--- src/hdl/assert_macros.svh ---
// Assertion helpers shared by the string unescaper modules.
// Each macro expects clk and rst_n in scope.
`ifndef ASSERT_MACROS_SVH
`define ASSERT_MACROS_SVH

// Property holds at every clock edge out of reset.
`define ASSERT_CLK(lbl, prop, msg) \
    lbl: assert property (@(posedge clk) disable iff (!rst_n) prop) else $error(msg);

// Condition never occurs at a clock edge out of reset.
`define ASSERT_NEVER(lbl, cond, msg) \
    lbl: assert property (@(posedge clk) disable iff (!rst_n) !(cond)) else $error(msg);

`endif

--- src/hdl/jsu_pkg.sv ---
// ----------------------------------------------------------------------------
// jsu_pkg
// Shared types and codes of the JSON string unescaper: one result item and
// the bundle of up to four items that one input byte produces.
// ----------------------------------------------------------------------------
package jsu_pkg;

    localparam int MAX_ITEMS = 4;

    // status codes
    localparam logic [2:0] ST_OK        = 3'd0;
    localparam logic [2:0] ST_NO_QUOTE  = 3'd1;
    localparam logic [2:0] ST_UNCLOSED  = 3'd2;
    localparam logic [2:0] ST_CTRL      = 3'd3;
    localparam logic [2:0] ST_ESC_OPEN  = 3'd4;
    localparam logic [2:0] ST_ESC_BAD   = 3'd5;
    localparam logic [2:0] ST_HEX_SHORT = 3'd6;
    localparam logic [2:0] ST_HEX_BAD   = 3'd7;

    typedef struct packed {
        logic [7:0] out_byte;
        logic       byte_valid;
        logic       string_done;
        logic [2:0] status;
    } item_t;

    typedef struct packed {
        item_t [MAX_ITEMS-1:0] items;
        logic  [2:0]           count;   // 1 to 4 on every stored bundle
    } bundle_t;

endpackage

--- src/hdl/json_string_unescape_utf8.sv ---
// ----------------------------------------------------------------------------
// json_string_unescape_utf8
// Streaming JSON string unescaper with UTF-8 output.
// ----------------------------------------------------------------------------
// One text byte is accepted per cycle while the bundle queue has room. Each
// byte yields zero to four result items, kept together as one bundle in a
// QDEPTH-entry queue; the output side delivers one item per cycle while pop
// is held, and the sustained input rate is one byte per cycle as long as the
// average item count per byte stays at or below one. A result reaches the
// ports from the queue registers once the bundles ahead of it are popped.
// full reflects only the queue fill.
// ----------------------------------------------------------------------------
module json_string_unescape_utf8
#(
    parameter int QDEPTH = 4    // 2 or more
)
(
    input  logic       clk,
    input  logic       rst_n,
    input  logic       push,
    output logic       full,
    input  logic [7:0] in_byte,
    input  logic       end_mark,
    output logic       empty,
    input  logic       pop,
    output logic [7:0] out_byte,
    output logic       byte_valid,
    output logic       string_done,
    output logic [2:0] status,
    output logic       last
);

    logic             in_acc;
    logic             wr;
    jsu_pkg::bundle_t wr_bundle;
    jsu_pkg::bundle_t head;
    logic             q_empty;
    logic             q_pop;

    assign in_acc = push && !full;

    jsu_front u_front
    (
        .clk      (clk),
        .rst_n    (rst_n),
        .in_acc   (in_acc),
        .in_byte  (in_byte),
        .end_mark (end_mark),
        .wr       (wr),
        .bundle   (wr_bundle)
    );

    jsu_queue #(.DEPTH(QDEPTH)) u_queue
    (
        .clk     (clk),
        .rst_n   (rst_n),
        .wr      (wr),
        .wr_data (wr_bundle),
        .rd      (q_pop),
        .rd_data (head),
        .full    (full),
        .q_empty (q_empty)
    );

    jsu_back u_back
    (
        .clk         (clk),
        .rst_n       (rst_n),
        .head        (head),
        .q_empty     (q_empty),
        .q_pop       (q_pop),
        .pop         (pop),
        .empty       (empty),
        .out_byte    (out_byte),
        .byte_valid  (byte_valid),
        .string_done (string_done),
        .status      (status),
        .last        (last)
    );

endmodule

--- src/hdl/jsu_front.sv ---
// ----------------------------------------------------------------------------
// jsu_front
// Parser state machine. Classifies each accepted byte and builds the bundle
// of result items that the byte causes, including UTF-8 expansion of \u
// escapes and surrogate pair joining.
// ----------------------------------------------------------------------------
`include "assert_macros.svh"

module jsu_front
(
    input  logic             clk,
    input  logic             rst_n,
    input  logic             in_acc,
    input  logic [7:0]       in_byte,
    input  logic             end_mark,
    output logic             wr,
    output jsu_pkg::bundle_t bundle
);

    localparam logic [2:0] M_IDLE       = 3'd0;
    localparam logic [2:0] M_STR        = 3'd1;
    localparam logic [2:0] M_ESC        = 3'd2;
    localparam logic [2:0] M_HEX1       = 3'd3;
    localparam logic [2:0] M_AFTER_HIGH = 3'd4;
    localparam logic [2:0] M_PAIR_BS    = 3'd5;
    localparam logic [2:0] M_HEX2       = 3'd6;

    localparam logic [7:0] CH_QUOTE = 8'h22;
    localparam logic [7:0] CH_BSL   = 8'h5C;
    localparam logic [7:0] CH_SLASH = 8'h2F;
    localparam logic [7:0] CH_U     = 8'h75;
    localparam logic [7:0] CH_SPACE = 8'h20;

    localparam logic [5:0]  HI_TAG    = 6'b110110;   // 0xD800..0xDBFF
    localparam logic [5:0]  LO_TAG    = 6'b110111;   // 0xDC00..0xDFFF
    localparam logic [20:0] CP_REPL   = 21'h00FFFD;
    localparam logic [20:0] CP_SUPP   = 21'h010000;

    typedef struct packed {
        logic              en;
        jsu_pkg::item_t    it;
        logic [2:0]        nm;
    } step_t;

    typedef struct packed {
        logic [3:0][7:0] bytes;
        logic [2:0]      len;
    } utf8_t;

    function automatic jsu_pkg::item_t mk_item(logic [7:0] b, logic v, logic d, logic [2:0] s);
        jsu_pkg::item_t it;
        it.out_byte    = b;
        it.byte_valid  = v;
        it.string_done = d;
        it.status      = s;
        return it;
    endfunction

    // byte inside the string body
    function automatic step_t str_step(logic [7:0] c);
        step_t s;
        s = '0;
        if (c == CH_QUOTE)
        begin
            s.en = 1'b1;
            s.it = mk_item(8'h00, 1'b0, 1'b1, jsu_pkg::ST_OK);
            s.nm = M_IDLE;
        end
        else if (c == CH_BSL)
        begin
            s.nm = M_ESC;
        end
        else if (c < CH_SPACE)
        begin
            s.en = 1'b1;
            s.it = mk_item(8'h00, 1'b0, 1'b0, jsu_pkg::ST_CTRL);
            s.nm = M_IDLE;
        end
        else
        begin
            s.en = 1'b1;
            s.it = mk_item(c, 1'b1, 1'b0, jsu_pkg::ST_OK);
            s.nm = M_STR;
        end
        return s;
    endfunction

    // byte after a backslash
    function automatic step_t esc_step(logic [7:0] c);
        step_t      s;
        logic [7:0] r;
        s = '0;
        r = 8'h00;
        s.nm = M_STR;
        s.en = 1'b1;
        case (c)
            CH_QUOTE: r = CH_QUOTE;
            CH_BSL:   r = CH_BSL;
            CH_SLASH: r = CH_SLASH;
            8'h62:    r = 8'h08;     // b
            8'h66:    r = 8'h0C;     // f
            8'h6E:    r = 8'h0A;     // n
            8'h72:    r = 8'h0D;     // r
            8'h74:    r = 8'h09;     // t
            CH_U:
            begin
                s.en = 1'b0;
                s.nm = M_HEX1;
            end
            default:
            begin
                s.nm = M_IDLE;
                s.it = mk_item(8'h00, 1'b0, 1'b0, jsu_pkg::ST_ESC_BAD);
            end
        endcase
        if (s.en && (s.nm == M_STR))
        begin
            s.it = mk_item(r, 1'b1, 1'b0, jsu_pkg::ST_OK);
        end
        return s;
    endfunction

    // bit 4 set marks a non-hex byte
    function automatic logic [4:0] hex_digit(logic [7:0] c);
        logic [4:0] d;
        if (c >= 8'h30 && c <= 8'h39)
        begin
            d = 5'(c - 8'h30);
        end
        else if (c >= 8'h61 && c <= 8'h66)
        begin
            d = 5'(c - 8'h57);
        end
        else if (c >= 8'h41 && c <= 8'h46)
        begin
            d = 5'(c - 8'h37);
        end
        else
        begin
            d = 5'h10;
        end
        return d;
    endfunction

    function automatic utf8_t utf8_enc(logic [20:0] cp);
        utf8_t e;
        e = '0;
        if (cp <= 21'h7F)
        begin
            e.bytes[0] = cp[7:0];
            e.len      = 3'd1;
        end
        else if (cp <= 21'h7FF)
        begin
            e.bytes[0] = {3'b110, cp[10:6]};
            e.bytes[1] = {2'b10, cp[5:0]};
            e.len      = 3'd2;
        end
        else if (cp <= 21'hFFFF)
        begin
            e.bytes[0] = {4'b1110, cp[15:12]};
            e.bytes[1] = {2'b10, cp[11:6]};
            e.bytes[2] = {2'b10, cp[5:0]};
            e.len      = 3'd3;
        end
        else
        begin
            e.bytes[0] = {5'b11110, cp[20:18]};
            e.bytes[1] = {2'b10, cp[17:12]};
            e.bytes[2] = {2'b10, cp[11:6]};
            e.bytes[3] = {2'b10, cp[5:0]};
            e.len      = 3'd4;
        end
        return e;
    endfunction

    logic [2:0]     mode_reg, mode_next;
    logic [15:0]    hex_reg, hex_next;
    logic [9:0]     high_reg, high_next;
    logic [1:0]     dig_reg, dig_next;

    logic           cp_en;
    logic [20:0]    cp_val;
    logic           tail_en;
    jsu_pkg::item_t tail_it;
    step_t          st;
    logic [4:0]     dig;
    logic [15:0]    code;
    utf8_t          enc;
    logic [2:0]     ncp;

    always_comb
    begin
        mode_next = mode_reg;
        hex_next  = hex_reg;
        high_next = high_reg;
        dig_next  = dig_reg;
        cp_en     = 1'b0;
        cp_val    = CP_REPL;
        tail_en   = 1'b0;
        tail_it   = '0;
        st        = '0;
        dig       = hex_digit(in_byte);
        code      = {hex_reg[11:0], dig[3:0]};

        case (mode_reg)
            M_STR:
            begin
                if (end_mark)
                begin
                    tail_en   = 1'b1;
                    tail_it   = mk_item(8'h00, 1'b0, 1'b0, jsu_pkg::ST_UNCLOSED);
                    mode_next = M_IDLE;
                end
                else
                begin
                    st        = str_step(in_byte);
                    tail_en   = st.en;
                    tail_it   = st.it;
                    mode_next = st.nm;
                end
            end
            M_ESC:
            begin
                if (end_mark)
                begin
                    tail_en   = 1'b1;
                    tail_it   = mk_item(8'h00, 1'b0, 1'b0, jsu_pkg::ST_ESC_OPEN);
                    mode_next = M_IDLE;
                end
                else
                begin
                    st        = esc_step(in_byte);
                    tail_en   = st.en;
                    tail_it   = st.it;
                    mode_next = st.nm;
                    if (in_byte == CH_U)
                    begin
                        hex_next = '0;
                        dig_next = '0;
                    end
                end
            end
            M_HEX1, M_HEX2:
            begin
                if (end_mark || dig[4])
                begin
                    tail_en   = 1'b1;
                    tail_it   = mk_item(8'h00, 1'b0, 1'b0,
                                        end_mark ? jsu_pkg::ST_HEX_SHORT : jsu_pkg::ST_HEX_BAD);
                    mode_next = M_IDLE;
                end
                else
                begin
                    hex_next = code;
                    dig_next = dig_reg + 2'd1;    // wraps to zero after the fourth digit
                    if (dig_reg == 2'd3)
                    begin
                        if ((mode_reg == M_HEX1) && (code[15:10] == HI_TAG))
                        begin
                            high_next = code[9:0];
                            mode_next = M_AFTER_HIGH;
                        end
                        else
                        begin
                            cp_en     = 1'b1;
                            mode_next = M_STR;
                            if (mode_reg == M_HEX1)
                            begin
                                cp_val = (code[15:10] == LO_TAG) ? CP_REPL : {5'b0, code};
                            end
                            else
                            begin
                                cp_val = (code[15:10] == LO_TAG)
                                       ? CP_SUPP + {1'b0, high_reg, code[9:0]}
                                       : CP_REPL;
                            end
                        end
                    end
                end
            end
            M_AFTER_HIGH:
            begin
                if (!end_mark && (in_byte == CH_BSL))
                begin
                    mode_next = M_PAIR_BS;
                end
                else
                begin
                    cp_en = 1'b1;
                    if (end_mark)
                    begin
                        tail_en   = 1'b1;
                        tail_it   = mk_item(8'h00, 1'b0, 1'b0, jsu_pkg::ST_UNCLOSED);
                        mode_next = M_IDLE;
                    end
                    else
                    begin
                        st        = str_step(in_byte);
                        tail_en   = st.en;
                        tail_it   = st.it;
                        mode_next = st.nm;
                    end
                end
            end
            M_PAIR_BS:
            begin
                if (!end_mark && (in_byte == CH_U))
                begin
                    mode_next = M_HEX2;
                    hex_next  = '0;
                    dig_next  = '0;
                end
                else
                begin
                    cp_en = 1'b1;
                    if (end_mark)
                    begin
                        tail_en   = 1'b1;
                        tail_it   = mk_item(8'h00, 1'b0, 1'b0, jsu_pkg::ST_ESC_OPEN);
                        mode_next = M_IDLE;
                    end
                    else
                    begin
                        st        = esc_step(in_byte);
                        tail_en   = st.en;
                        tail_it   = st.it;
                        mode_next = st.nm;
                    end
                end
            end
            default:
            begin
                mode_next = M_IDLE;
                if (!end_mark)
                begin
                    if (in_byte == CH_QUOTE)
                    begin
                        mode_next = M_STR;
                    end
                    else
                    begin
                        tail_en = 1'b1;
                        tail_it = mk_item(8'h00, 1'b0, 1'b0, jsu_pkg::ST_NO_QUOTE);
                    end
                end
            end
        endcase
    end

    // pack code point bytes first, then the trailing item
    always_comb
    begin
        enc = utf8_enc(cp_val);
        ncp = cp_en ? enc.len : 3'd0;
        for (int i = 0; i < jsu_pkg::MAX_ITEMS; i++)
        begin
            bundle.items[i] = '0;
            if (cp_en && (3'(i) < enc.len))
            begin
                bundle.items[i] = mk_item(enc.bytes[i], 1'b1, 1'b0, jsu_pkg::ST_OK);
            end
            else if (tail_en && (3'(i) == ncp))
            begin
                bundle.items[i] = tail_it;
            end
        end
        bundle.count = ncp + {2'b00, tail_en};
    end

    assign wr = in_acc && (bundle.count != 3'd0);

    always_ff @(posedge clk or negedge rst_n)
    begin
        if (!rst_n)
        begin
            mode_reg <= M_IDLE;
            hex_reg  <= '0;
            high_reg <= '0;
            dig_reg  <= '0;
        end
        else if (in_acc)
        begin
            mode_reg <= mode_next;
            hex_reg  <= hex_next;
            high_reg <= high_next;
            dig_reg  <= dig_next;
        end
    end

    `ASSERT_NEVER(a_front_count, wr && (bundle.count > 3'd4), "bundle holds more than four items")
    `ASSERT_CLK(a_front_done, (wr && tail_en && tail_it.string_done) |=> (mode_reg == M_IDLE), "closing quote did not return to idle")

endmodule

--- src/hdl/jsu_queue.sv ---
// ----------------------------------------------------------------------------
// jsu_queue
// Small flip-flop queue of result bundles between the parser and the
// output serializer.
// ----------------------------------------------------------------------------
`include "assert_macros.svh"

module jsu_queue
#(
    parameter int DEPTH = 4
)
(
    input  logic             clk,
    input  logic             rst_n,
    input  logic             wr,
    input  jsu_pkg::bundle_t wr_data,
    input  logic             rd,
    output jsu_pkg::bundle_t rd_data,
    output logic             full,
    output logic             q_empty
);

    localparam int AW = (DEPTH > 1) ? $clog2(DEPTH) : 1;
    localparam int CW = $clog2(DEPTH + 1);

    jsu_pkg::bundle_t mem [DEPTH];
    logic [AW-1:0]    wr_ptr_reg, rd_ptr_reg;
    logic [CW-1:0]    cnt_reg;
    logic             do_wr, do_rd;

    function automatic logic [AW-1:0] bump(logic [AW-1:0] p);
        return (p == AW'(DEPTH - 1)) ? '0 : p + AW'(1);
    endfunction

    assign full    = (cnt_reg == CW'(DEPTH));
    assign q_empty = (cnt_reg == '0);
    assign do_wr   = wr && !full;
    assign do_rd   = rd && !q_empty;
    assign rd_data = mem[rd_ptr_reg];

    always_ff @(posedge clk)
    begin
        if (do_wr)
        begin
            mem[wr_ptr_reg] <= wr_data;
        end
    end

    always_ff @(posedge clk or negedge rst_n)
    begin
        if (!rst_n)
        begin
            wr_ptr_reg <= '0;
            rd_ptr_reg <= '0;
            cnt_reg    <= '0;
        end
        else
        begin
            if (do_wr)
            begin
                wr_ptr_reg <= bump(wr_ptr_reg);
            end
            if (do_rd)
            begin
                rd_ptr_reg <= bump(rd_ptr_reg);
            end
            if (do_wr && !do_rd)
            begin
                cnt_reg <= cnt_reg + CW'(1);
            end
            else if (do_rd && !do_wr)
            begin
                cnt_reg <= cnt_reg - CW'(1);
            end
        end
    end

    `ASSERT_NEVER(a_queue_over, cnt_reg > CW'(DEPTH), "queue count beyond depth")

endmodule

--- src/hdl/jsu_back.sv ---
// ----------------------------------------------------------------------------
// jsu_back
// Output serializer. Walks the items of the bundle at the queue head, one
// item per accepted pop, and marks the final item of each bundle.
// ----------------------------------------------------------------------------
`include "assert_macros.svh"

module jsu_back
(
    input  logic             clk,
    input  logic             rst_n,
    input  jsu_pkg::bundle_t head,
    input  logic             q_empty,
    output logic             q_pop,
    input  logic             pop,
    output logic             empty,
    output logic [7:0]       out_byte,
    output logic             byte_valid,
    output logic             string_done,
    output logic [2:0]       status,
    output logic             last
);

    logic [1:0]     idx_reg;
    jsu_pkg::item_t cur;
    logic           take;

    assign cur         = head.items[idx_reg];
    assign empty       = q_empty;
    assign out_byte    = cur.out_byte;
    assign byte_valid  = cur.byte_valid;
    assign string_done = cur.string_done;
    assign status      = cur.status;
    assign last        = ((3'(idx_reg) + 3'd1) == head.count);
    assign take        = pop && !q_empty;
    assign q_pop       = take && last;

    always_ff @(posedge clk or negedge rst_n)
    begin
        if (!rst_n)
        begin
            idx_reg <= '0;
        end
        else if (take)
        begin
            // drop the bundle after its final item, else advance
            idx_reg <= last ? 2'd0 : idx_reg + 2'd1;
        end
    end

    `ASSERT_NEVER(a_back_idx, !q_empty && (3'(idx_reg) >= head.count), "item index past bundle end")
    `ASSERT_CLK(a_back_restart, $past(q_pop) |-> (idx_reg == 2'd0), "next bundle not started at its first item")

endmodule
--- config.mk ---
export PLATFORM = sky130hd
export DESIGN_NAME = json_string_unescape_utf8
export DESIGN_NICKNAME = d
export VERILOG_FILES = /design/src/hdl/jsu_pkg.sv /design/src/hdl/json_string_unescape_utf8.sv /design/src/hdl/jsu_front.sv /design/src/hdl/jsu_queue.sv /design/src/hdl/jsu_back.sv
export VERILOG_INCLUDE_DIRS = /design/src /design/src/hdl
export SDC_FILE = /design/constraint.sdc
export NUM_CORES = 1
export LEC_CHECK = 0
export BUFFER_PORTS_ARGS = -buffer_cell sky130_fd_sc_hd__buf_4
export CORE_ASPECT_RATIO = 1.4
export CORE_MARGIN = 8
export CORE_UTILIZATION = 65
export DETAILED_ROUTE_END_ITERATION = 8
export GPL_TIMING_DRIVEN = 1
export PLACE_DENSITY = 0.89
export REMOVE_ABC_BUFFERS = 1
export SLEW_MARGIN = 0
export SYNTH_ARGS = -nofsm -noshare
export SYNTH_HDL_FRONTEND = slang
export SYNTH_SLANG_ARGS = --single-unit
--- constraint.sdc ---
create_clock -name clk -period 7 [get_ports clk]
set_clock_uncertainty 0.1 [all_clocks]
set_input_delay 0.35 -clock clk [delete_from_list [all_inputs] [get_ports clk]]
set_output_delay 0.35 -clock clk [all_outputs]
set_load 0.005 [all_outputs]
# After elaboration in Yosys (flattened, before gate mapping)
# Memory sizes are Yosys's and may differ from the RTL's.
# Index checks and enable logic that the tools add are counted.
dict set report word_totals {
  mem_bits_rw 220
  romBits 0
  output_inout_bits 16
  latch_bits 0
  memories 1
  wordCells 208
  register_bits 36
  input_bits 13
}
# memory depth word_bits read_ports rd_ports_with_merged_regs wr line
set memory_table {}
lappend memory_table {u_queue.mem 4 55 1 0 1 jsu_queue.sv:26} ;# jsu_pkg::bundle_t mem [DEPTH];
dict set report classes {
  bitwise 1
  n_shift 0
  order_cmp 15
  mul 0
  n_mux 98
  n_addsub 12
  eq_ne 32
  n_reduce_logical 41
  div 0
}
# operator count
set op_table {}
lappend op_table {{$mux W13} 15}
lappend op_table {{$mux W21} 6}
lappend op_table {{$mux W12} 6}
lappend op_table {{$pmux W13 S5} 1}
lappend op_table {{$mux W3} 19}
lappend op_table {{$eq A8 B7 Y1 const B} 7}
lappend op_table {{$pmux W7 S8} 1}
lappend op_table {{$mux W16} 3}
lappend op_table {{$pmux W12 S3} 1}
lappend op_table {{$bmux W13 S2} 1}
lappend op_table {{$mux W25} 1}
lappend op_table {{$logic_and A1 B1 Y1} 24}
lappend op_table {{$mux W24} 1}
lappend op_table {{$mux W1} 23}
lappend op_table {{$add A17 B20 Y21 const A} 1}
lappend op_table {{$le A21 B11 Y1 const B} 1}
lappend op_table {{$le A21 B16 Y1 const B} 1}
lappend op_table {{$le A21 B7 Y1 const B} 1}
lappend op_table {{$mux W19} 1}
lappend op_table {{$mux W17} 1}
lappend op_table {{$eq A8 B6 Y1 const B} 2}
lappend op_table {{$ge A8 B7 Y1 const B} 2}
lappend op_table {{$le A8 B7 Y1 const B} 2}
lappend op_table {{$mux W5} 3}
lappend op_table {{other kinds (44)} 75}

# Depth between registers and ports, before layout
dict set report depth {
  ltp_word 25
  depth_mapped 19
}

# Hierarchy
# A second synthesis with hierarchy kept.
dict set report unflattened {
  cells_unflattened 795
  hier_area_um2 12175.4
}
# module cells_each instances seq_area_each_um2 area_per_inst_um2
set by_module_without_submodules {}
lappend by_module_without_submodules {jsu_queue 324 1 6781.5 8399.3}
lappend by_module_without_submodules {jsu_front 439 1 675.6 3235.6}
lappend by_module_without_submodules {jsu_back 31 1 50.0 526.8}
lappend by_module_without_submodules {json_string_unescape_utf8 1 1 0.0 13.8}

# Worst setup path after synthesis
# OpenSTA, ideal clock, no wires.
dict set report synth_timing {
  path_kind {input to register}
  start {in in_byte[0]}
  end {mem u_queue.mem[0][0] in the netlist's numbering (enable)}
  stages 12
  path_slack_ps 2191
  n_path_buf 0
  t_arrival_ps 4290
  setup_time_ps 418
  path_cell_list {inv_1 > ha_1 > or3b_1 > nand3_1 > o32a_4 > or3_4 > o31ai_4 > nor2_1 > ha_1 > xnor2_4 > a41oi_4 > and2_1}
}
dict set report synth_via {
  elab_chain_len 23
}
# element line
set synth_rtl {}
lappend synth_rtl {{from (decl)} json_string_unescape_utf8.sv:22} ;# input logic [7:0] in_byte,
lappend synth_rtl {{$ge A8 B7 Y1 / $le A8 B7 Y1 (equally long branches)} jsu_front.sv:134} ;# else if (c >= 8'h41 && c <= 8'h46)
lappend synth_rtl {{$logic_and A1 B1 Y1} jsu_front.sv:134}
lappend synth_rtl {{$mux W5} jsu_front.sv:134}
lappend synth_rtl {{$mux W5} jsu_front.sv:130} ;# else if (c >= 8'h61 && c <= 8'h66)
lappend synth_rtl {{$mux W5} jsu_front.sv:126} ;# if (c >= 8'h30 && c <= 8'h39)
lappend synth_rtl {{$add A17 B20 Y21} jsu_front.sv:275} ;# ? CP_SUPP + {1'b0, high_reg, code[9:0]}
lappend synth_rtl {{$mux W21} jsu_front.sv:275}
lappend synth_rtl {{$mux W21} jsu_front.sv:268} ;# if (mode_reg == M_HEX1)
lappend synth_rtl {{[... 8 more ...]} -}
lappend synth_rtl {{$mux W3} jsu_front.sv:355} ;# ncp = cp_en ? enc.len : 3'd0;
lappend synth_rtl {{$add A3 B1 Y3 (*)} jsu_front.sv:368} ;# bundle.count = ncp + {2'b00, tail_en};
lappend synth_rtl {{$reduce_bool A3 Y1 (*)} jsu_front.sv:371} ;# assign wr = in_acc && (bundle.count != 3'd0);
lappend synth_rtl {{$logic_and A1 B1 Y1 (*)} jsu_front.sv:371}
lappend synth_rtl {{$logic_and A1 B1 Y1 (*)} jsu_queue.sv:37} ;# assign do_wr = wr && !full;
lappend synth_rtl {{net u_queue.do_wr} jsu_queue.sv:29} ;# logic do_wr, do_rd;
lappend synth_rtl {{$mux W1 (*)} jsu_queue.sv:43} ;# if (do_wr)
lappend synth_rtl {{$mux W1 (not written as such) (*)} jsu_queue.sv:45} ;# mem[wr_ptr_reg] <= wr_data;
lappend synth_rtl {{to (decl)} jsu_queue.sv:26}
# Mark *: on every way through the listed nets, which the timed path passes. The rest lies on a longest branch. The select of a mux whose other input is x is not followed.

# Final worst setup path
dict set report layout_timing {
  start {reg u_front.mode_reg[0]}
  end {mem u_queue.mem[1][45] in the netlist's numbering (enable)}
}
dict set report layout_via {
  elab_chain_len 17
}
# element line
set layout_rtl {}
lappend layout_rtl {{from (decl)} jsu_front.sv:177} ;# logic [2:0] mode_reg, mode_next;
lappend layout_rtl {{from (signal assigned)} jsu_front.sv:384} ;# mode_reg <= mode_next;
lappend layout_rtl {{$eq A3 B2 Y1} {jsu_front.sv:206, jsu_front.sv:259, jsu_front.sv:268}}
lappend layout_rtl {{$mux W21 / $logic_and A1 B1 Y1 (equally long branches)} {jsu_front.sv:268, jsu_front.sv:259}}
lappend layout_rtl {{$mux W21} jsu_front.sv:259} ;# if ((mode_reg == M_HEX1) && (code[15:10] == HI_TAG))
lappend layout_rtl {{$mux W21} jsu_front.sv:257} ;# if (dig_reg == 2'd3)
lappend layout_rtl {{$mux W21} jsu_front.sv:246} ;# if (end_mark || dig[4])
lappend layout_rtl {{$mux W21} jsu_front.sv:206} ;# case (mode_reg)
lappend layout_rtl {{$le A21 B16 Y1} jsu_front.sv:159} ;# else if (cp <= 21'hFFFF)
lappend layout_rtl {{$mux W25} jsu_front.sv:159}
lappend layout_rtl {{[... 2 more ...]} -}
lappend layout_rtl {{$mux W3} jsu_front.sv:355}
lappend layout_rtl {{$add A3 B1 Y3 (*)} jsu_front.sv:368}
lappend layout_rtl {{$reduce_bool A3 Y1 (*)} jsu_front.sv:371}
lappend layout_rtl {{$logic_and A1 B1 Y1 (*)} jsu_front.sv:371}
lappend layout_rtl {{$logic_and A1 B1 Y1 (*)} jsu_queue.sv:37}
lappend layout_rtl {{net u_queue.do_wr} jsu_queue.sv:29}
lappend layout_rtl {{$mux W1 (*)} jsu_queue.sv:43}
lappend layout_rtl {{$mux W1 (not written as such) (*)} jsu_queue.sv:45}
# Mark *: on every way through the listed nets, which the timed path passes. The rest lies on a longest branch.

==> flow_metrics.py <==
metrics = {
    "synth": {
        "ys_types": 90,
        "ys_warn_count": 0,
        "synth_seq_cells": 256,
        "syn_inst": 795,
        "async_flop_share_pct": 14.06,
        "synth_top_area_share_pct": 54.39,
        "synthFlopType": "edfxtp_1",
        "synth_area_leaders": "edfxtp_1 54%, mux4_2 13%, dfrtp_1 7.4%",
        "ys_seq_area_share_pct": 61.81,
        "yosysTopAreaCell": "edfxtp_1",
        "netlist_area_um2": 12150,
        "synth-edff-count": 220,
        "avgSynthCellArea_um2": 15.28,
    },
    "power": {
        "p_switching_uw": 1212,
        "power.internal_uw": 3162,
        "p_clk_share_pct": 30.7,
        "leakage_uw": 0.004739,
        "p_comb_share_pct": 25.6,
        "seqPwrFrac_pct": 43.7,
        "power_uw": 4374,
        "powerDensity_nw_per_um2": 324.5,
        "ir_drop_mv": 0.2254,
        "swShare_pct": 27.71,
    },
    "clock_network": {
        "cts_resized": 0,
        "numClockSinks": 256,
        "cts_hold_buffers": 1,
        "clk_latency_ns": 0.52,
        "cts_root_buf": "clkbuf_16",
        "cts_tree": "done",
        "h-tree-depth": 1,
        "clockBufferDepth": 3,
        "post_cts_buffers": 0,
        "clk_pin_slew_ns": 0.07,
        "cts_buffers": 23,
    },
    "grt": {
        "grt_pass1_vias": 7769,
        "grt_max_degree": 56,
        "grt_pass1_wl_um": 47180,
        "grt_use_total_pct": 26.40,
        "overflow": 0,
        "antenna_found_initial": 0,
    },
    "job": {
        "max_cap_violations": 0,
    },
    "drt": {
        "final_antenna_net_count": 0,
        "drt_iter0_drc": 1201,
        "routedWlPerCell_um": 27.40,
        "drt_pass1_iterations": 6,
        "drc_errors": 0,
        "via_per_inst": 6.935,
        "vias": 7733,
        "wirelength_um": 30560,
    },
    "timing": {
        "finalWorstPathRequiredPeriod_ns": 5.474,
        "worst_pin_slew_ns": 1.231,
        "rsz0062_at_grt": "no",
        "hold_viol_final": 0,
        "period_share_pct": 78.20,
        "slew_headroom_pct": 17.72,
        "setup_tns_ns": 0,
        "finalWorstSetupSlack_ns": 1.526,
        "fmax_mhz": 182.7,
        "setup_viol": 0,
        "drv_slew": 0,
    },
    "die": {
        "num_rows": 59,
        "die_width_um": 131.5,
        "fp.coreArea_um2": 18460,
        "start_util_pct": 65.81,
        "fp.dieH_um": 177.7,
        "io-pin-count": 29,
        "dieArea_um2": 23380,
    },
    "setup_path": {
        "cp_max_fo": 28,
        "start_kind": "flip-flop",
        "crit_arrival_ns": 5.56,
        "cp.required_ns": 7.09,
        "cp-end-kind": "flip-flop",
        "reg2reg_setup_slack_ns": 1.53,
        "worst_r2r_endpoint": "u_queue.mem[1][45]$_DFFE_PP_",
        "rr_startpoint": "u_front.mode_reg[0]$_DFFE_PN0P_",
        "worstSetupPathType": "flip-flop to flip-flop",
        "rr_worst_depth": 12,
    },
    "status": {
        "status": "finished clean",
    },
    "placed_design": {
        "dpl.hpwl_um": 19230,
        "numPortBuffers": 28,
        "dp_slack_ns": 1.721,
        "place_inst": 1072,
        "gp_congestion": 0.9958,
    },
    "final_layout": {
        "layout.cells.non_filler": 1115,
        "final_nets": 882,
        "drive_gt1_share_pct": 22.50,
        "n_antenna_cell": 0,
        "fillers": 1100,
        "areaGrowthSynthToFinish_pct": 11.00,
        "utilization_pct": 73.05,
        "largest_reg_flops": 220,
    },
    "worst_hold_path": {
        "min_to": "u_back.idx_reg[1]$_DFFE_PN0P_",
        "hold_path_class": "primary input to flip-flop",
        "hold_depth": 4,
        "hp-start": "pop",
    },
}
-- synth_stat cells (all sizes together), types with 3 or more instances --
master   count
nand2       49
ha          14
a21o         6
a211oi       4
mux4        68
and2         9
and4         3
and4b        4
nor3b        4
a21oi       21
or4b         3
edfxtp     220
nand3       18
nand4        5
nor3        23
o2bb2ai      3
nor2b        6
dfrtp       36
a41oi        3
buf         25
nor4         4
nor2        45
mux2i       14
inv         26
xor2         5
a31oi        6
or3b         3
xnor2        7
nand2b       9
clkbuf      22
or3          5
nor4b        3
mux2        14
o211ai       4
o21ai       34
a221oi       3
o22ai        9
a22oi       11
o31ai        8
and3         6
-- cell type report --
| class | count | area (um2) | area share [%] |
|---|---|---|---|
| Inverter | 26 | 97.59 | 0.7239 |
| Tap cell | 244 | 305.3 | 2.264 |
| Timing Repair Buffer | 42 | 317.8 | 2.357 |
| Sequential cell | 256 | 7512 | 55.72 |
| Clock inverter | 15 | 192.7 | 1.429 |
| Multi-Input combinational cell | 505 | 4456 | 33.05 |
| Clock buffer | 27 | 600.6 | 4.455 |
-- stage by stage --
step	area, um2	hold WS [ns]
2_1_floorplan	12060	-0.04559
3_3_place_gp	12680	0.2353
3_5_place_dp	12680	0.2357
4_1_cts	13480	0.1131
5_1_grt	13480	0.1480
6_report	13480	0.1121
-- logic make-up (layout without fill, tap and decap cells) --
group	count (synthesis)	after routing	share of synthesized area, %
AOI/OAI and AO/OA	135	135	8.335
xor gates and xnor gates	12	12	1.020
adders and majority gates	15	15	1.607
buffers and inverters	73	110	2.751
DFF	256	256	61.81
muxes	96	96	15.06
other	1	40	0.03088
and+or+nand+nor	207	207	9.385
-- worst max-delay path, cell delays in order (launching register included) --
cell and delay (ns):
dfrtp_1 0.88, and3b_1 0.52, a31oi_1 0.16, or4b_4 0.54
and3_1 0.20, buf_4 0.23, o31ai_4 0.54, nor2_1 0.11
ha_1 0.29, xnor2_4 0.18, a41oi_4 0.30, and2_2 0.63
buf_4 0.42
-- layout by cell type, fill, tap and decap left out, types with 12 or more instances in the layout --
cell type and instances:
edfxtp_1 220, mux4_2 68, nand2_1 48, nor2_1 45, buf_4 41, conb_1 40
dfrtp_1 34, o21ai_0 31, inv_1 25, clkbuf_16 23, nor3_1 20, a21oi_1 19
nand3_1 17, mux2i_1 14, ha_1 14, mux2_2 12
-- worst max path at each step --
stage / endpoint / cells past startpoint / from / slack (ns)
finish: u_queue.mem[1][45]$_DFFE_PP_ / 12 / u_front.mode_reg[0]$_DFFE_PN0P_ / 1.53
global route: u_queue.mem[1][6]$_DFFE_PP_ / 12 / u_front.mode_reg[0]$_DFFE_PN0P_ / 1.33
CTS: u_queue.mem[1][38]$_DFFE_PP_ / 12 / u_front.mode_reg[0]$_DFFE_PN0P_ / 1.64
detailed placement: u_queue.mem[0][31]$_DFFE_PP_ / 12 / u_front.mode_reg[0]$_DFFE_PN0P_ / 1.72
global placement: u_queue.mem[0][6]$_DFFE_PP_ / 12 / u_front.mode_reg[0]$_DFFE_PN0P_ / 1.89
floorplan: u_queue.mem[0][0]$_DFFE_PP_ / 10 / u_front.mode_reg[0]$_DFFE_PN0P_ / 1.55
-- layer usage --
| metal | GRT usage, % | wire, um |
|---|---|---|
| met1 | 31.74 | 10630 |
| met4 | 9.842 | 1189 |
| met5 | 0 | 0 |
| met2 | 47.87 | 16010 |
| met3 | 3.428 | 2721 |
-- power by group through the flow --
stage                     combinational, uW  sequential (uW)  clock [uW]
after global placement                 1060             1920           0
after detailed placement               1090             1940           0
final                                  1120             1910        1340
after floorplan                         642             2010           0
after global routing                   1190             1920        1390
after CTS                              1140             1910        1340
No activity file was read; power rests on OpenSTA's default activity.
